--- src/hdl/triangle_to_shaded_vertices_macros.svh ---
// assertion macros shared by the block
`ifndef TRIANGLE_TO_SHADED_VERTICES_MACROS_SVH
`define TRIANGLE_TO_SHADED_VERTICES_MACROS_SVH

// same-cycle implication
`define TSV_ASSERT_NOW(label, clk, rst_n, ante, cons, msg) \
  label: assert property (@(posedge clk) disable iff (!rst_n) (ante) |-> (cons)) else $error(msg);

// next-cycle implication
`define TSV_ASSERT_NEXT(label, clk, rst_n, ante, cons, msg) \
  label: assert property (@(posedge clk) disable iff (!rst_n) (ante) |=> (cons)) else $error(msg);

`endif

--- src/hdl/tsv_pkg.sv ---
package tsv_pkg;

  localparam int NormW    = 16;
  localparam int PosW     = 32;
  localparam int ColorW   = 32;
  localparam int TotalW   = 24;
  localparam int Corners  = 3;
  localparam int InDataW  = 3 * NormW + 3 * Corners * PosW;
  localparam int OutDataW = ColorW + 3 * NormW + 3 * PosW;
  localparam int OutUserW = 3;
  localparam int PaddrW   = 3;

  // register byte addresses
  localparam logic [PaddrW-1:0] RegTriangleTotal = 3'd0;

  // channel value when the normal has zero length
  localparam logic [7:0] ChanMid = 8'd127;
  localparam logic [7:0] Alpha   = 8'hFF;
  // 255 squared
  localparam logic [15:0] Scale2 = 16'd65025;

  // one shaded triangle waiting for the emitter
  typedef struct packed {
    logic [ColorW-1:0]             color;
    logic [2:0][NormW-1:0]         normal;
    logic [3*Corners-1:0][PosW-1:0] pos;
    logic                          last_model;
  } tri_entry_t;

  // configuration handed to the front end
  typedef struct packed {
    logic [TotalW-1:0] total;
    logic              clear;
  } cfg_ctl_t;

  // queue status
  typedef struct packed {
    logic full;
    logic empty;
  } q_stat_t;

endpackage

--- src/hdl/tsv_emit.sv ---
module tsv_emit
  import tsv_pkg::*;
(
  input  logic                clk,
  input  logic                rst_n,
  input  q_stat_t             q_stat,
  input  tri_entry_t          q_entry,
  output logic                q_pop,
  output logic                out_valid,
  input  logic                out_ready,
  output logic [OutDataW-1:0] out_data,
  output logic                out_last,
  output logic [OutUserW-1:0] out_user
);

  tri_entry_t cur_r;
  logic       have_r;
  logic [1:0] k_r;
  logic       fire;
  logic       done;

  assign fire  = have_r && out_ready;
  assign done  = fire && (k_r == 2'd2);
  assign q_pop = (!have_r || done) && !q_stat.empty;

  // record sequencing
  always_ff @(posedge clk) begin
    if (!rst_n) begin
      have_r <= 1'b0;
      k_r    <= '0;
    end else if (!have_r || done) begin
      have_r <= !q_stat.empty;
      k_r    <= '0;
    end else if (fire) begin
      k_r <= k_r + 2'd1;
    end
  end

  always_ff @(posedge clk) begin
    if (q_pop) cur_r <= q_entry;
  end

  // record fields
  always_comb begin
    logic [3*PosW-1:0] p;
    case (k_r)
      2'd0:    p = {cur_r.pos[2], cur_r.pos[1], cur_r.pos[0]};
      2'd1:    p = {cur_r.pos[5], cur_r.pos[4], cur_r.pos[3]};
      default: p = {cur_r.pos[8], cur_r.pos[7], cur_r.pos[6]};
    endcase
    out_valid = have_r;
    out_data  = {p, cur_r.normal, cur_r.color};
    out_last  = (k_r == 2'd2);
    out_user  = {(k_r == 2'd2) && cur_r.last_model, k_r};
  end

endmodule

--- config.mk ---
export PLATFORM = sky130hd
export DESIGN_NAME = tsv_emit
export DESIGN_NICKNAME = d
export VERILOG_FILES = /design/src/hdl/triangle_to_shaded_vertices_macros.svh /design/src/hdl/tsv_pkg.sv /design/src/hdl/tsv_emit.sv
export SDC_FILE = /design/constraint.sdc
export NUM_CORES = 1
export LEC_CHECK = 0
export ABC_AREA = 1
export BUFFER_PORTS_ARGS = -buffer_cell sky130_fd_sc_hd__buf_2
export CORE_AREA = 2 2 217 219
export DETAILED_ROUTE_END_ITERATION = 12
export DIE_AREA = 0 0 219 221
export HOLD_SLACK_MARGIN = 0.08
export PLACE_DENSITY = 0.6
export SYNTH_ARGS = -nofsm -noshare
export SYNTH_HDL_FRONTEND = slang
export SYNTH_SLANG_ARGS = --single-unit
--- constraint.sdc ---
create_clock -name clk -period 27.4 [get_ports clk]
set_input_delay 2.74 -clock clk [delete_from_list [all_inputs] [get_ports clk]]
set_output_delay 2.74 -clock clk [all_outputs]
set_load 0.03 [all_outputs]
Yosys cells after proc, flatten, opt, wreduce, memory -nomap -nowiden --
Cells that the tools add are included.
Storage, ports and cells: register bits after elaboration 372, latch bits 0, memory bits (writable) 0, bits in read-only memories 0, input bits 374, output and inout port bits 182, memories 0
Operators by class: add/subtract/negate cells 1, multipliers 0, divide/modulo/power cells 0, magnitude comparators 0, eq/ne operators 2, shifts and indexed selects 0, multiplexer cells 1, bitwise logic cells 1, reductions and logical operators 9
Operator list (count):
- 96-bit case mux with 2 select lines | 1
- 1-bit logical AND | 4
- 2-bit by 1-bit adder with 2-bit output (second input constant) | 1
- 2-bit by 1-bit == test with 1-bit output (second input constant) | 1
- 2-bit == test (second input constant) | 1
- 1-bit logical NOT | 2
- 2-bit logical NOT | 1
- 2-bit OR reduction | 1
- 1-bit logical OR | 1
- 1-bit inverter | 1

Longest topological paths before layout --
depth after elaboration 4, mapped depth 8

Worst setup path before layout --
No wires, ideal clock.
path kind input -> output, start point input port q_stat[0] in the netlist's numbering, end point output port q_pop, arrival time 20.845 ns, slack 3.815 ns, cell stages on the path 1, cells stage by stage a21oi_1
Between the ends: cells in the longest elaborated chain, start to end 2
Ends and longest elaborated chain:
- start, declared | RTL line tsv_emit.sv:6 | input q_stat_t q_stat,
- 1-bit logical NOT | RTL line tsv_emit.sv:24 | assign q_pop = (!have_r || done) && !q_stat.empty;
- 1-bit logical AND | RTL line tsv_emit.sv:24
- end, declared | RTL line tsv_emit.sv:8 | output logic q_pop,
Every way passes these cells.

Final worst setup path --
start point input port out_ready, end point output port q_pop
Between the ends: cells in the longest elaborated chain, start to end 4
Ends and longest elaborated chain:
- start, declared | RTL line tsv_emit.sv:10 | input logic out_ready,
- 1-bit logical AND | RTL line tsv_emit.sv:22 | assign fire = have_r && out_ready;
- 1-bit logical AND | RTL line tsv_emit.sv:23 | assign done = fire && (k_r == 2'd2);
- 1-bit logical OR | RTL line tsv_emit.sv:24
- 1-bit logical AND | RTL line tsv_emit.sv:24
Every way passes these cells.

==> out/summary.txt <==
GPL Wtd Cong - 0.781
Asr flop ratio synth - 0
Post-CTS Setup Bufs - 0
Most numerous cell in the Yosys netlist - edfxtp_1
TritonCTS buffer count - 40
Post-Syn Area - 13600 um^2
Critical path peak fanout - 13
Largest area contributor in the netlist - edfxtp_1
Crit share post-route - 0.237
Yosys warns - 0
Place WS - 20.85 ns
Worst vdd ir - 58.7 uV
CTS tree - built
Syn Nets - 1265
Total grt overflow - 0
Layout area overhead - 30.0%
Largest net degree at the start of global routing - 79
Residual DRC - 0
Dpl cell area - 16500 um^2
Max-slew headroom - 0.341
Pleak - 7.19 nW
Layout Utilization - 0.384
I/O Pins - 556
Die H - 221 um
First-pass GRT wire length - 49000 um
Dominant synthesized flop cell - edfxtp_1
HP Start - k_r[1]
Register bit total from synthesis - 372
Worst-path clk slew - 0.06 ns
DR iter-0 viols - 424
Worst Hold Class - reg2reg
Register area share after synthesis - 0.819
Setup TNS - 0 ns
Final #Nets - 1758
Post-synth EDFFs - 369
Commonest cells post-synth - edfxtp_1, nand2_1, nand3_1
Crit path capture type - output port
RSZ-0062 raised after global routing - false
Minimum clock period - 6.50 ns
Hpwl dp - 24100 um
Total power - 0.00130 W
Distinct cells, synth - 13
Critical path class - in2out
Via density - 4.25
Post-cts gate resize count - 0
Setup crit end - q_pop
R2R Path End - out_data[42]
Antenna Nets Post-Route - 0
Status - completed
Die area - 48400 um^2
Critical Path AT - 3.76 ns
Final Setup Violations - 0
WL/cell - 16.7 um
Critical path startpoint - out_ready
Clk root buf - clkbuf_16
Slew Limit Fails - 0
Drt total wl - 33700 um
Yosys top cell area share - 0.814
Die X - 219 um
FP Rows - 79
Final hold vios - 0
Final WS setup - 20.90 ns
Pre-antenna DRT Iters - 4
Final instance area - 17700 um^2
Total GRT Usage - 0.132
Port buffer count - 554
WP data required - 24.66 ns
Reg2reg setup slack - 23.12 ns
Synth Instances - 888
Clock latency on the worst-skew pair - 0.54 ns
Longest Clk Path Bufs - 3
Via count - 8583
H-tree levels - 2
Initial Util - 0.295
Worst reg2reg startpoint - k_r[0]
Core area - 46100 um^2
Main area contributors after synthesis - edfxtp_1, nand2_1, buf_4
Hold-fix buffers, CTS - 0
Sink Count - 372
Initial antenna violation count - 3
Setup crit start kind - input port
Layout cells sized above 1 - 0.437
Max frequency - 154 MHz
Max Cap Viol - 0
Avg Cell Area, Syn - 15.3 um^2
R2R depth - 7
Vias in the first global route - 8713
Pwr per Cell Area - 73.7 nW/um^2
Worst slew pin tran - 0.988 ns
Final Skew - 0.0195 ns
[routing by layer]
| metal | GRT usage | vias to the layer above | part of all wire |
|---|---|---|---|
| met2 | 0.236 | 363 | 0.52 |
| li1 | - | 4058 | - |
| met4 | 0.0512 | 0 | 0.025 |
| met3 | 0.0485 | 49 | 0.097 |
| met1 | 0.141 | 4113 | 0.36 |
| met5 | 0 | - | 0 |
[logic make-up (layout without fill, tap and decap cells)]
family,Yosys count,after routing,synth area share
buffers and inverters,116,635,0.0588
AND/OR/NAND/NOR,393,393,0.118
flip-flops,372,372,0.819
AO/OA/AOI/OAI,4,4,0.00147
other,0,4,0
adder cells (fa/ha/maj),3,3,0.00276
[through the flow]
stage	hold WS, ns	cells
floorplan	0.609	888
global placement	0.479	1946
detailed placement	0.520	1946
CTS	0.530	2014
global route	0.559	2017
finish	0.526	2018
[registers in the layout, summed over array words and instances, names as in the netlist]
register	cells
out_data	80
cur_r	289
out_valid	1
k_r	2
[where the power goes]
part / switching (W) / internal (W)
combinational: 0.0000841 / 0.0000389
clock: 0.000205 / 0.000300
sequential: 0.00000805 / 0.000667
[worst min-delay path by stage]
| stage | end | cells after the start |
|---|---|---|
| 6_report | k_r[1] | 2 |
| 5_1_grt | k_r[1] | 2 |
| 4_1_cts | k_r[1] | 2 |
| 3_5_place_dp | k_r[1] | 2 |
| 3_3_place_gp | k_r[1] | 2 |
| 2_1_floorplan | k_r[1] | 2 |
[cell usage in the layout (no fill, tap or decap), drive strengths merged]
| cell type | instances |
|---|---|
| a21oi | 3 |
| buf | 563 |
| bufinv | 3 |
| clkbuf | 51 |
| clkinv | 14 |
| dfxtp | 3 |
| diode | 4 |
| edfxtp | 369 |
| ha | 3 |
| inv | 4 |
| nand2 | 293 |
| nand3 | 99 |
| nor2 | 1 |
| o21ai | 1 |
[critical path, cell delays in order]
cell	delay, ns
buf_2	0.12
nand2_1	0.10
a21oi_4	0.48
buf_2	0.31
[area by class of cell]
cell class	instances	area, um^2
Clock buffer	51	1060
Tap cell	607	759
Fill cell	4482	28400
Antenna cell	4	10.0
Multi-Input combinational cell	400	1700
Sequential cell	372	11100
Inverter	4	15.0
Timing Repair Buffer	563	2840
Clock inverter	17	151
Power figures use the tool's default switching activity.
