<file path="config.mk">
export PLATFORM = sky130hd
export DESIGN_NAME = tsv_queue
export DESIGN_NICKNAME = d
export VERILOG_FILES = /design/src/hdl/triangle_to_shaded_vertices_macros.svh /design/src/hdl/tsv_pkg.sv /design/src/hdl/tsv_queue.sv
export SDC_FILE = /design/constraint.sdc
export NUM_CORES = 1
export LEC_CHECK = 0
export ABC_AREA = 1
export BUFFER_PORTS_ARGS = -buffer_cell sky130_fd_sc_hd__buf_2
export CAP_MARGIN = 20
export CORE_AREA = 2 2 289 291
export DETAILED_ROUTE_END_ITERATION = 8
export DIE_AREA = 0 0 291 293
export SETUP_SLACK_MARGIN = 0.5
export SYNTH_ARGS = -nofsm -noshare
export SYNTH_HDL_FRONTEND = slang
export SYNTH_SLANG_ARGS = --single-unit
</file>
<file path="constraint.sdc">
create_clock -name clk -period 30.7 [get_ports clk]
set_input_delay 9.21 -clock clk [delete_from_list [all_inputs] [get_ports clk]]
set_output_delay 9.21 -clock clk [all_outputs]
set_load 0.01 [all_outputs]
</file>
<file path="src/hdl/triangle_to_shaded_vertices_macros.svh">
// assertion macros shared by the block
`ifndef TRIANGLE_TO_SHADED_VERTICES_MACROS_SVH
`define TRIANGLE_TO_SHADED_VERTICES_MACROS_SVH

// same-cycle implication
`define TSV_ASSERT_NOW(label, clk, rst_n, ante, cons, msg) \
  label: assert property (@(posedge clk) disable iff (!rst_n) (ante) |-> (cons)) else $error(msg);

// next-cycle implication
`define TSV_ASSERT_NEXT(label, clk, rst_n, ante, cons, msg) \
  label: assert property (@(posedge clk) disable iff (!rst_n) (ante) |=> (cons)) else $error(msg);

`endif

</file>
<file path="src/hdl/tsv_pkg.sv">
package tsv_pkg;

  localparam int NormW    = 16;
  localparam int PosW     = 32;
  localparam int ColorW   = 32;
  localparam int TotalW   = 24;
  localparam int Corners  = 3;
  localparam int InDataW  = 3 * NormW + 3 * Corners * PosW;
  localparam int OutDataW = ColorW + 3 * NormW + 3 * PosW;
  localparam int OutUserW = 3;
  localparam int PaddrW   = 3;

  // register byte addresses
  localparam logic [PaddrW-1:0] RegTriangleTotal = 3'd0;

  // channel value when the normal has zero length
  localparam logic [7:0] ChanMid = 8'd127;
  localparam logic [7:0] Alpha   = 8'hFF;
  // 255 squared
  localparam logic [15:0] Scale2 = 16'd65025;

  // one shaded triangle waiting for the emitter
  typedef struct packed {
    logic [ColorW-1:0]             color;
    logic [2:0][NormW-1:0]         normal;
    logic [3*Corners-1:0][PosW-1:0] pos;
    logic                          last_model;
  } tri_entry_t;

  // configuration handed to the front end
  typedef struct packed {
    logic [TotalW-1:0] total;
    logic              clear;
  } cfg_ctl_t;

  // queue status
  typedef struct packed {
    logic full;
    logic empty;
  } q_stat_t;

endpackage

</file>
<file path="src/hdl/tsv_queue.sv">
module tsv_queue
  import tsv_pkg::*;
(
  input  logic       clk,
  input  logic       rst_n,
  input  logic       push,
  input  tri_entry_t wr_entry,
  input  logic       pop,
  output tri_entry_t rd_entry,
  output q_stat_t    stat
);

  tri_entry_t mem_r [2];
  logic       wp_r, rp_r;
  logic [1:0] cnt_r;

  assign stat.full  = (cnt_r == 2'd2);
  assign stat.empty = (cnt_r == 2'd0);
  assign rd_entry   = mem_r[rp_r];

  // two-entry ring
  always_ff @(posedge clk) begin
    if (push) mem_r[wp_r] <= wr_entry;
  end

  always_ff @(posedge clk) begin
    if (!rst_n) begin
      wp_r  <= 1'b0;
      rp_r  <= 1'b0;
      cnt_r <= '0;
    end else begin
      if (push) wp_r <= ~wp_r;
      if (pop)  rp_r <= ~rp_r;
      cnt_r <= cnt_r + {1'b0, push} - {1'b0, pop};
    end
  end

endmodule

</file>
; After elaboration in Yosys (flattened, before gate mapping)
; Memories as Yosys holds them, arrays and structs flattened. A register that Yosys moved wholly into a read port is not among the register bits.
; Cells that the tools add are included.
; W data, S select, Z words.
[word_totals]
ff_bits = 4
mem_bits_rw = 738
elab_cells = 14
memories = 1
[mem_list]
columns = name, depth, width, rd, rd_ports_with_merged_regs, wr, line
row1 = mem_r, 2, 369, 1, 1, 1, tsv_queue.sv:13  ; tri_entry_t mem_r [2];
[op_classes]
add_sub_neg = 2
eq_ne = 1
mux = 4
bitwise = 2
reduce_logical = 1
[op_table]
columns = operator, count
row1 = $mux W1, 4
row2 = $add A2 B1 Y2, 1
row3 = $eq A2 B2 Y1 const B, 1
row4 = $logic_not A2 Y1, 1
row5 = $not A1 Y1, 2
row6 = $sub A2 B1 Y2, 1

; Longest topological paths before layout
; Gate-level depths: netlist (run 1).
[depth]
word_depth = 3
ltp_mapped = 9

; Least setup slack after synthesis (run 1)
; Ideal clock, no wire load.
[synth_path]
kind = input port to flip-flop
startpoint = input push
endpoint = memory mem_r[0][0] in the netlist's numbering, enable pin
setup_ps = 1118
arrival_ps = 24658
t_required_ps = 29582
setup_slack_ps = 4924
stages = 2
path_cell_list = inv_1 -> nor2_1
[synth_via]
elab_chain_len = 2
[synth_lines]
columns = element, line
row1 = "start, declared", tsv_queue.sv:6  ; input logic push,
row2 = $mux W1, tsv_queue.sv:23  ; if (push) mem_r[wp_r] <= wr_entry;
row3 = $mux W1 (implied by the code), tsv_queue.sv:23
row4 = "end, declared", tsv_queue.sv:13
; No other way between the ends.

==> reports/summary.txt, run 1 <==
Max_slew headroom = 27.6%
Initial antenna violation count = 26
Worst-Margin Slew = 1090 ps
DRC Markers = 0
Fraction of layout cells with a size suffix above 1 = 61.0%
Final WL = 61600 um
Yosys warnings = 0
Worst IR drop on VDD = 0.0601 mV
Total grt overflow = 0
Vias in the first global route = 14800
Max Clock Freq = 78.0 MHz
Final Cell Area = 34400 um^2
Root buf cell = clkbuf_16
Cts bufs inserted = 79
Die Height = 293 um
Avg WL per Cell = 19.7 um
Sink Count = 743
Post-CTS Setup Repair Bufs = 0
Setup TNS = 0 ps
Port bufs = 743
Clock period minus worst slack = 12820 ps
Worst R2R Start = wp_r
Post-Layout Cell Count = 3123
CTS Hold Bufs = 0
CTS tree = yes
RSZ-0062 raised after global routing = false
Crit Path Max Fanout = 143
Final Power = 0.00232 W
Critical Path Sink = rd_entry[261]
Largest net degree at the start of global routing = 159
Routability cong. = 0.770
All-Layer GR Usage = 13.8%
Reg2Reg Capture Point = mem_r[0][365]
Crit. End Element = output port
Die Wd = 291 um
Post-route clock period utilization = 41.7%
R2r setup slk = 26850 ps
Area Growth Syn to Fin = 27.4%
Fill cell count = 7322
Number of iterations in the first detailed-routing pass = 4
Post-DP HPWL = 42400 um
Detailed Route Iter0 Violations = 600
Avg Cell Area, Syn = 22.8 um^2
Placed inst area = 31800 um^2
Core box area = 81800 um^2
PD cells = 67.5 nW/um^2
Syn Nets = 1556
Slew Limit Fails = 0
Nets = 2352
Hold Crit Class = flop to flop
Critical path's slowest cell = dfxtp_4
H-tree depth = 3
Clock slew at reported path FFs = 60 ps
Critical-path cell list = buf_4 -> buf_12 -> mux2_2 -> buf_2
Post-cts sizing count = 0
Max Cap Violations = 0
Worst clock skew = 26.7 ps
Sequential element share of the synthesized area = 82.5%
# rows = 105
Via count = 13900
Synth Cell Area = 27000 um^2
Die footprint = 85300 um^2
WP data arrival = 3610 ps
Unique masters post-synth = 11
Post-synthesis cell count = 1181
Vias per inst = 4.46
Worst setup SP type = flop
Initial Util = 33.0%
First-pass GRT wire length = 89100 um
Run status = finished, final reports clean
R2R cell count = 4
Crit-path max cell delay = 950 ps
Hold Violations, Final = 0
Ports = 744
Post-Place Cells = 2965
CTS Buffer Depth = 3
Leak pwr = 12.7 nW
Post-route ant nets = 0
Clock Latency Late Sink = 620 ps
Finish-stage setup viols = 0
Yosys reg bits = 743
Req. time, crit path = 21490 ps
Kind of critical path = flop to output port
worst min-delay path by stage:
stage          from    to  slack [ps]  depth (start not counted)
2_1_floorplan  rp_r  flop         460                          2
3_3_place_gp   rp_r  rp_r         480                          2
3_5_place_dp   rp_r  rp_r         500                          2
4_1_cts        rp_r  rp_r         510                          2
5_1_grt        rp_r  rp_r         550                          2
6_report       rp_r  rp_r         500                          2
flip-flops by register name, summed over array words and instances, names as in the netlist, named ones only:
| name | count |
|---|---|
| cnt_r | 2 |
| wp_r | 1 |
| rp_r | 1 |
| mem_r | 738 |
power by group:
part | switching (W) | internal (W) | leakage, nW
registers | 0.0000132 | 0.00118 | 6.97
logic | 0.000114 | 0.0000915 | 4.49
clock network | 0.000383 | 0.000543 | 1.24
metal layers:
layer	GRT usage [%]	up-vias	share of wire (%)
met1	14.7	6904	36
li1	-	6334	-
met5	0	-	0.24
met4	6.08	20	2.6
met3	5.30	108	9.0
met2	24.2	549	52
metrics by stage:
stage	hold slack [ps]	util [%]	worst slack [ps]
after floorplan	463	-	4920
after global placement	482	38.8	17860
after detailed placement	497	38.8	17780
after CTS	512	41.9	17760
after global routing	547	42.0	17640
final	502	42.0	17880
final cells by class:
class	count	area, um^2	area share (%)
Inverter	7	33.8	0.0983
Tap cell	1070	1340	3.90
Multi-Input combinational cell	390	4260	12.4
Sequential cell	743	22300	64.8
Clock inverter	44	483	1.41
Clock buffer	97	2070	6.01
Timing Repair Buffer	756	3880	11.3
Antenna cell	16	40.0	0.116
synthesized netlist by cell type:
master | n | area (um^2)
a21oi_1 | 1 | 5.00
edfxtp_1 | 738 | 22200
buf_6 | 36 | 405
dfxtp_1 | 5 | 100
inv_1 | 7 | 26.3
mux2_2 | 369 | 4160
nand2_1 | 8 | 30.0
nand3_1 | 1 | 5.00
ha_1 | 2 | 25.0
nor2_1 | 9 | 33.8
buf_2 | 5 | 25.0
critical path: cells and delay by family, from the launching register on:
| family | cells | cell delay (ps) |
|---|---|---|
| buffers and inverters | 3 | 1270 |
| muxes | 1 | 420 |
| DFF | 1 | 950 |
cell usage in the layout, fill, tap and decap left out, drive strengths merged:
cell type  Yosys  final
nand2          8      8
mux2         369    369
buf           41    756
edfxtp       738    738
a21oi          1      1
ha             2      2
nand3          1      1
nor2           9      9
inv            7     13
dfxtp          5      5
bufinv         0      7
diode          0     16
clkinv         0     28
clkbuf         0     97
clkinvlp       0      3
kinds of logic after synthesis:
family,Yosys count,share of synthesized area (%)
DFF,743,82.5
adders and majority gates,2,0.0928
and+or+nand+nor,18,0.255
AOI/OAI and AO/OA,1,0.0185
buffers and inverters,48,1.69
muxes,369,15.4
Power figures use the tool's default switching activity.
==> run 2, diff against run 1 <==
--- a/config.mk
+++ b/config.mk
@@ -5,12 +5,12 @@
 export SDC_FILE = /design/constraint.sdc
 export NUM_CORES = 1
 export LEC_CHECK = 0
-export ABC_AREA = 1
+export ABC_AREA = 0
 export BUFFER_PORTS_ARGS = -buffer_cell sky130_fd_sc_hd__buf_2
 export CAP_MARGIN = 20
-export CORE_AREA = 2 2 289 291
+export CORE_AREA = 2 2 290 292
 export DETAILED_ROUTE_END_ITERATION = 8
-export DIE_AREA = 0 0 291 293
+export DIE_AREA = 0 0 292 294
 export SETUP_SLACK_MARGIN = 0.5
 export SYNTH_ARGS = -nofsm -noshare
 export SYNTH_HDL_FRONTEND = slang
==> constraint.sdc (replaced) <==
create_clock -name clk -period 11.65 [get_ports clk]
set_input_delay 3.495 -clock clk [delete_from_list [all_inputs] [get_ports clk]]
set_output_delay 3.495 -clock clk [all_outputs]
set_load 0.01 [all_outputs]
==> run 2 against run 1 <==
Effect of this change:
- non-clock buffer count down 4
- critical path depth down 1
- register-to-register slack worse by 18000 ps
- combinational power rose to 2.9 times the previous value
- final area about the same
- clock power rose to 2.7 times the previous value
- die area up 0.69%
- sequential share of layout area about the same
- sequential power rose to 2.6 times the previous value
- hold slack better by 84 ps
- clock-buffer cell count down 3
==> reports/summary.txt, run 2 <==
Run status = finished, final reports clean
Kind of critical path = flop to output port
CTS Buffer Depth = 3
Synth Cell Area = 27000 um^2
Critical-path cell list = buf_12 -> mux2_2 -> buf_2
Critical Path Stages = 3
Port bufs = 743
Die Wd = 292 um
Primary FF master, synth = edfxtp_1
Most common cell in the netlist = edfxtp_1
Nets = 2335
Worst clock skew = 27.7 ps
DRC Markers = 0
Post-cts sizing count = 0
Post-Layout Cell Count = 3112
Synth top cells by count = edfxtp_1 (738), mux2_2 (369), buf_6 (36), buf_2 (5), dfxtp_1 (5)
Crit. End Element = output port
First-pass GRT wire length = 87800 um
Hold Violations, Final = 0
Leak pwr = 12.7 nW
Post-route ant nets = 0
Worst R2R Start = wp_r
CTS tree = yes
Async set-reset flop share out of synthesis = 0%
Post-CTS Setup Repair Bufs = 0
Post-Place Cells = 2960
Clock Latency Late Sink = 610 ps
HP Start = rp_r
R2r setup slk = 9080 ps
Crit-path max cell delay = 860 ps
Avg Cell Area, Syn = 23.1 um^2
Slew Limit Fails = 0
Worst IR drop on VDD = 0.135 mV
Worst-Margin Slew = 1130 ps
PD cells = 180 nW/um^2
Req. time, crit path = 8160 ps
Hold Path Cell Cnt = 2
Avg WL per Cell = 19.8 um
# rows = 106
Yosys reg bits = 743
All-Layer GR Usage = 13.5%
Largest net degree at the start of global routing = 153
Vias per inst = 4.44
Max Clock Freq = 156 MHz
Vias in the first global route = 14700
Hold Crit Class = flop to flop
CP Buf/Inv Count = 2
Initial Util = 32.5%
Number of iterations in the first detailed-routing pass = 4
Reg2Reg Capture Point = mem_r[0][26]
Core box area = 82900 um^2
Total grt overflow = 0
Unique masters post-synth = 13
Yosys warnings = 0
Final Cell Area = 34300 um^2
Post-DP HPWL = 42100 um
Root buf cell = clkbuf_16
Number of synthesized flops with an enable pin = 738
Area contributors post-synth = edfxtp_1 (82%), mux2_2 (15%), buf_6 (1.5%), dfxtp_1 (0.37%), and2_1 (0.093%)
R2R cell count = 3
Syn Nets = 1544
Finish-stage setup viols = 0
Via count = 13800
Setup TNS = 0 ps
Largest regs = mem_r (738), cnt_r (2)
Routability cong. = 0.799
RSZ-0062 raised after global routing = false
Critical path's slowest cell = dfxtp_4
Area leader, netlist = edfxtp_1
Commonest cells after routing, fill and taps aside = buf_2 (743), edfxtp_1 (738), mux2_2 (369)
Clock period minus worst slack = 6430 ps
Sequential element share of the synthesized area = 82.5%
Die footprint = 85800 um^2
Post-route clock period utilization = 55.2%
Crit Path Max Fanout = 139
Cts bufs inserted = 78
Area Growth Syn to Fin = 27.3%
Ports = 744
Placed inst area = 31800 um^2
Worst setup SP type = flop
Share of the synthesized area in the top cell type = 82.2%
Final WL = 61700 um
Sink Count = 743
Final hold slack = 586 ps
Max Cap Violations = 0
Max_slew headroom = 24.5%
H-tree depth = 3
Fraction of layout cells with a size suffix above 1 = 60.9%
Top reg by flops = mem_r
Number of flip-flops under the largest register name = 738
CTS Hold Bufs = 0
Post-synthesis cell count = 1169
Commonest non-fill, non-tap cell in the layout = buf_2
Clock slew at reported path FFs = 50 ps
Top Family by Delay on Critical Path = flip-flops
Initial antenna violation count = 21
WP data arrival = 2930 ps
Die Height = 294 um
Detailed Route Iter0 Violations = 624
-- run 2: logic make-up (layout without fill, tap and decap cells) --
kind of cell | after synthesis | count (layout) | synth area share, %
fa+ha+maj | 2 | 2 | 0.0928
other cells | 0 | 11 | 0
flops | 743 | 743 | 82.5
compound gates | 1 | 1 | 0.0278
simple gates | 9 | 9 | 0.199
mux | 369 | 369 | 15.4
buf+inv | 43 | 895 | 1.62
xor+xnor | 2 | 2 | 0.116
-- run 2: tightest hold or removal path, cell delays in order, from the launching register on --
cell and delay (ps):
dfxtp_1 330, xor2_1 80, and2_1 140
-- run 2: routing by layer --
layer | GRT usage [%] | up-vias | share of wire [%]
met5 | 0 | - | 0.15
met4 | 5.22 | 12 | 3.0
met3 | 5.42 | 136 | 9.0
met2 | 23.8 | 522 | 52
met1 | 14.4 | 6842 | 36
li1 | - | 6294 | -
-- run 2: where the power goes --
group	total (W)	internal (W)	switching (W)
sequential	0.00313	0.00310	0.0000351
combinational	0.000602	0.000276	0.000326
clock	0.00246	0.00145	0.00101
-- run 2: final cells by class --
| cell class | instances | area, um^2 |
|---|---|---|
| well taps | 1080 | 1350 |
| inverters | 2 | 7.51 |
| diodes | 11 | 27.5 |
| multi-input cells | 383 | 4280 |
| flip-flops and latches | 743 | 22300 |
| repair buffers | 752 | 3860 |
| clock inverters | 47 | 477 |
| clock buffers | 94 | 2080 |
| fillers | 7432 | 48500 |
-- run 2: worst max path at each step --
stage          slack, ps  start       endpoint
3_3_place_gp        5830   push  mem_r[0][128]
4_1_cts             5210   flop  rd_entry[139]
5_1_grt             5110   flop  rd_entry[139]
2_1_floorplan       2200   push    mem_r[0][0]
6_report            5220   flop  rd_entry[139]
3_5_place_dp        5810   push  mem_r[0][135]
-- run 2: through the flow --
| step | utilization (%) | setup WS (ps) | total power (W) |
|---|---|---|---|
| 3_5_place_dp | 38.3 | 5810 | 0.00380 |
| 5_1_grt | 41.4 | 5110 | 0.00643 |
| 3_3_place_gp | 38.3 | 5830 | 0.00378 |
| 4_1_cts | 41.4 | 5210 | 0.00628 |
| 2_1_floorplan | - | 2200 | 0.00354 |
| 6_report | 41.4 | 5220 | 0.00619 |
==> run 3, diff against run 2 <==
--- a/config.mk
+++ b/config.mk
@@ -8,9 +8,9 @@
 export ABC_AREA = 0
 export BUFFER_PORTS_ARGS = -buffer_cell sky130_fd_sc_hd__buf_2
 export CAP_MARGIN = 20
-export CORE_AREA = 2 2 290 292
+export CORE_AREA = 2 2 289 291
 export DETAILED_ROUTE_END_ITERATION = 8
-export DIE_AREA = 0 0 292 294
+export DIE_AREA = 0 0 291 293
 export SETUP_SLACK_MARGIN = 0.5
 export SYNTH_ARGS = -nofsm -noshare
 export SYNTH_HDL_FRONTEND = slang
==> constraint.sdc (replaced) <==
create_clock -name clk -period 6.27 [get_ports clk]
set_input_delay 1.881 -clock clk [delete_from_list [all_inputs] [get_ports clk]]
set_output_delay 1.881 -clock clk [all_outputs]
set_load 0.01 [all_outputs]
==> run 3 against run 2 <==
Effect of this change:
- clock skew is 5.1 ps higher
- sequential power is 86% higher
- critical path type unchanged
- critical path depth stayed put
- largest cell class unchanged
- setup slack worse by 3600 ps
- highest routed layer unchanged
- sequential cell count stayed put
==> reports/summary.txt, run 3 (synthesis results as in run 2) <==
Run status = finished, final reports clean
Worst clock skew = 32.8 ps
Die Height = 293 um
Avg WL per Cell = 20.5 um
HP Start = rp_r
Post-CTS Setup Repair Bufs = 0
H-tree depth = 3
Sink Count = 743
Vias in the first global route = 15100
Clock slew at reported path FFs = 60 ps
Via count = 14100
Worst IR drop on VDD = 0.226 mV
Post-Layout Cell Count = 3138
Power share of the clock group = 40.1%
Worst setup SP type = flop
Fraction of layout cells with a size suffix above 1 = 61.4%
Req. time, crit path = 4390 ps
Leak pwr = 12.8 nW
Core box area = 81800 um^2
# rows = 105
Vias per inst = 4.49
Cts bufs inserted = 79
CTS Hold Bufs = 0
Worst-Margin Slew = 994 ps
Commonest non-fill, non-tap cell in the layout = buf_2
Hold Violations, Final = 0
Number of flip-flops under the largest register name = 738
Largest regs = mem_r (738), cnt_r (2)
GRT Max-Usage Layer = met2
Max_slew headroom = 33.8%
Clock period minus worst slack = 4660 ps
R2r setup slk = 4050 ps
Final WL = 64400 um
Port bufs = 743
NetSw = 0.00257 W
Combinational Power Share = 9.8%
Sequential power share = 50.1%
DRC Markers = 0
Total grt overflow = 0
Kind of critical path = flop to output port
CTS tree = yes
Met1 Track Usage GR = 15.6%
Reg2Reg Capture Point = mem_r[1][137]
Hold Crit Class = flop to flop
All-Layer GR Usage = 14.6%
Clock Latency Late Sink = 620 ps
Post-route clock period utilization = 74.3%
Routability cong. = 0.830
Largest net degree at the start of global routing = 89
Hold Path Cell Cnt = 2
Ports = 744
Setup TNS = 0 ps
Initial antenna violation count = 35
Final Power = 0.0116 W
Finish-stage setup viols = 0
Area Growth Syn to Fin = 28.4%
Final hold slack = 553 ps
Die footprint = 85300 um^2
CTS Buffer Depth = 3
GRT met2 Usage = 25.6%
First-pass GRT wire length = 93200 um
Detailed Route Iter0 Violations = 661
Max Cap Violations = 0
Post-route ant nets = 0
Worst R2R Start = wp_r
PD cells = 335 nW/um^2
Sw Ratio = 22.1%
Nets = 2359
Post-cts sizing count = 0
Max Clock Freq = 215 MHz
Crit. End Element = output port
Slew Limit Fails = 0
Initial Util = 33.0%
R2R cell count = 2
Post-Place Cells = 2973
Top reg by flops = mem_r
GR Layer Usage met3 = 5.44%
Root buf cell = clkbuf_16
Die Wd = 291 um
Crit Path Max Fanout = 88
Number of iterations in the first detailed-routing pass = 4
Post-DP HPWL = 46000 um
RSZ-0062 raised after global routing = false
WP data arrival = 2770 ps
Cell-internal power = 0.00905 W
Commonest cells after routing, fill and taps aside = buf_2 (743), edfxtp_1 (738), mux2_2 (369)
-- run 3: changes by cell type in the layout (fill, tap and decap cells not counted), sizes merged --
cell,change
bufinv,+1
clkbuf,+2
clkinv,-7
inv,+1
clkinvlp,+4
diode,+12
buf,+23
-- run 3: cell type report --
type / instances / area (um^2)
diodes: 23 / 57.6
clock buffers: 96 / 2100
clock inverters: 46 / 522
fillers: 7274 / 47200
inverters: 2 / 7.51
multi-input cells: 383 / 4280
flip-flops and latches: 743 / 22300
well taps: 1070 / 1340
repair buffers: 775 / 4050
-- run 3: how the worst max path moves through the flow --
stage                     to  slack, ps  depth (start not counted)
4_1_cts        rd_entry[217]       1520                          3
5_1_grt         rd_entry[98]       1440                          3
3_3_place_gp   rd_entry[217]       2210                          3
6_report       rd_entry[155]       1610                          3
3_5_place_dp   rd_entry[217]       2220                          3
2_1_floorplan    mem_r[0][0]      -1570                          1
-- run 3: power by group through the flow --
stage	logic, W	registers (W)	clock network (W)
after detailed placement	0.00115	0.00593	0
after floorplan	0.000650	0.00593	0
final	0.00114	0.00582	0.00465
after global routing	0.00122	0.00585	0.00498
after global placement	0.00114	0.00592	0
after CTS	0.00116	0.00583	0.00480
-- run 3: metrics by stage --
step           cell area, um^2  worst slack, ps  utilization, %
2_1_floorplan            27000            -1570               -
3_3_place_gp             31900             2210            39.0
3_5_place_dp             31900             2220            39.0
4_1_cts                  34600             1520            42.2
5_1_grt                  34600             1440            42.3
6_report                 34600             1610            42.3
-- run 3: metal layers --
layer  vias to the layer above  part of all wire (%)  routed length, um
li1                       6356                     -                  -
met4                        20                   3.6               2290
met2                       557                    52              33500
met5                         -                  0.19                125
met3                       149                   8.2               5300
met1                      6999                    36              23200
-- run 3: worst max-delay path, cell delays in order (launching register included) --
cell and delay (ps):
dfxtp_4 970, buf_12 420, mux2_2 410, buf_2 140
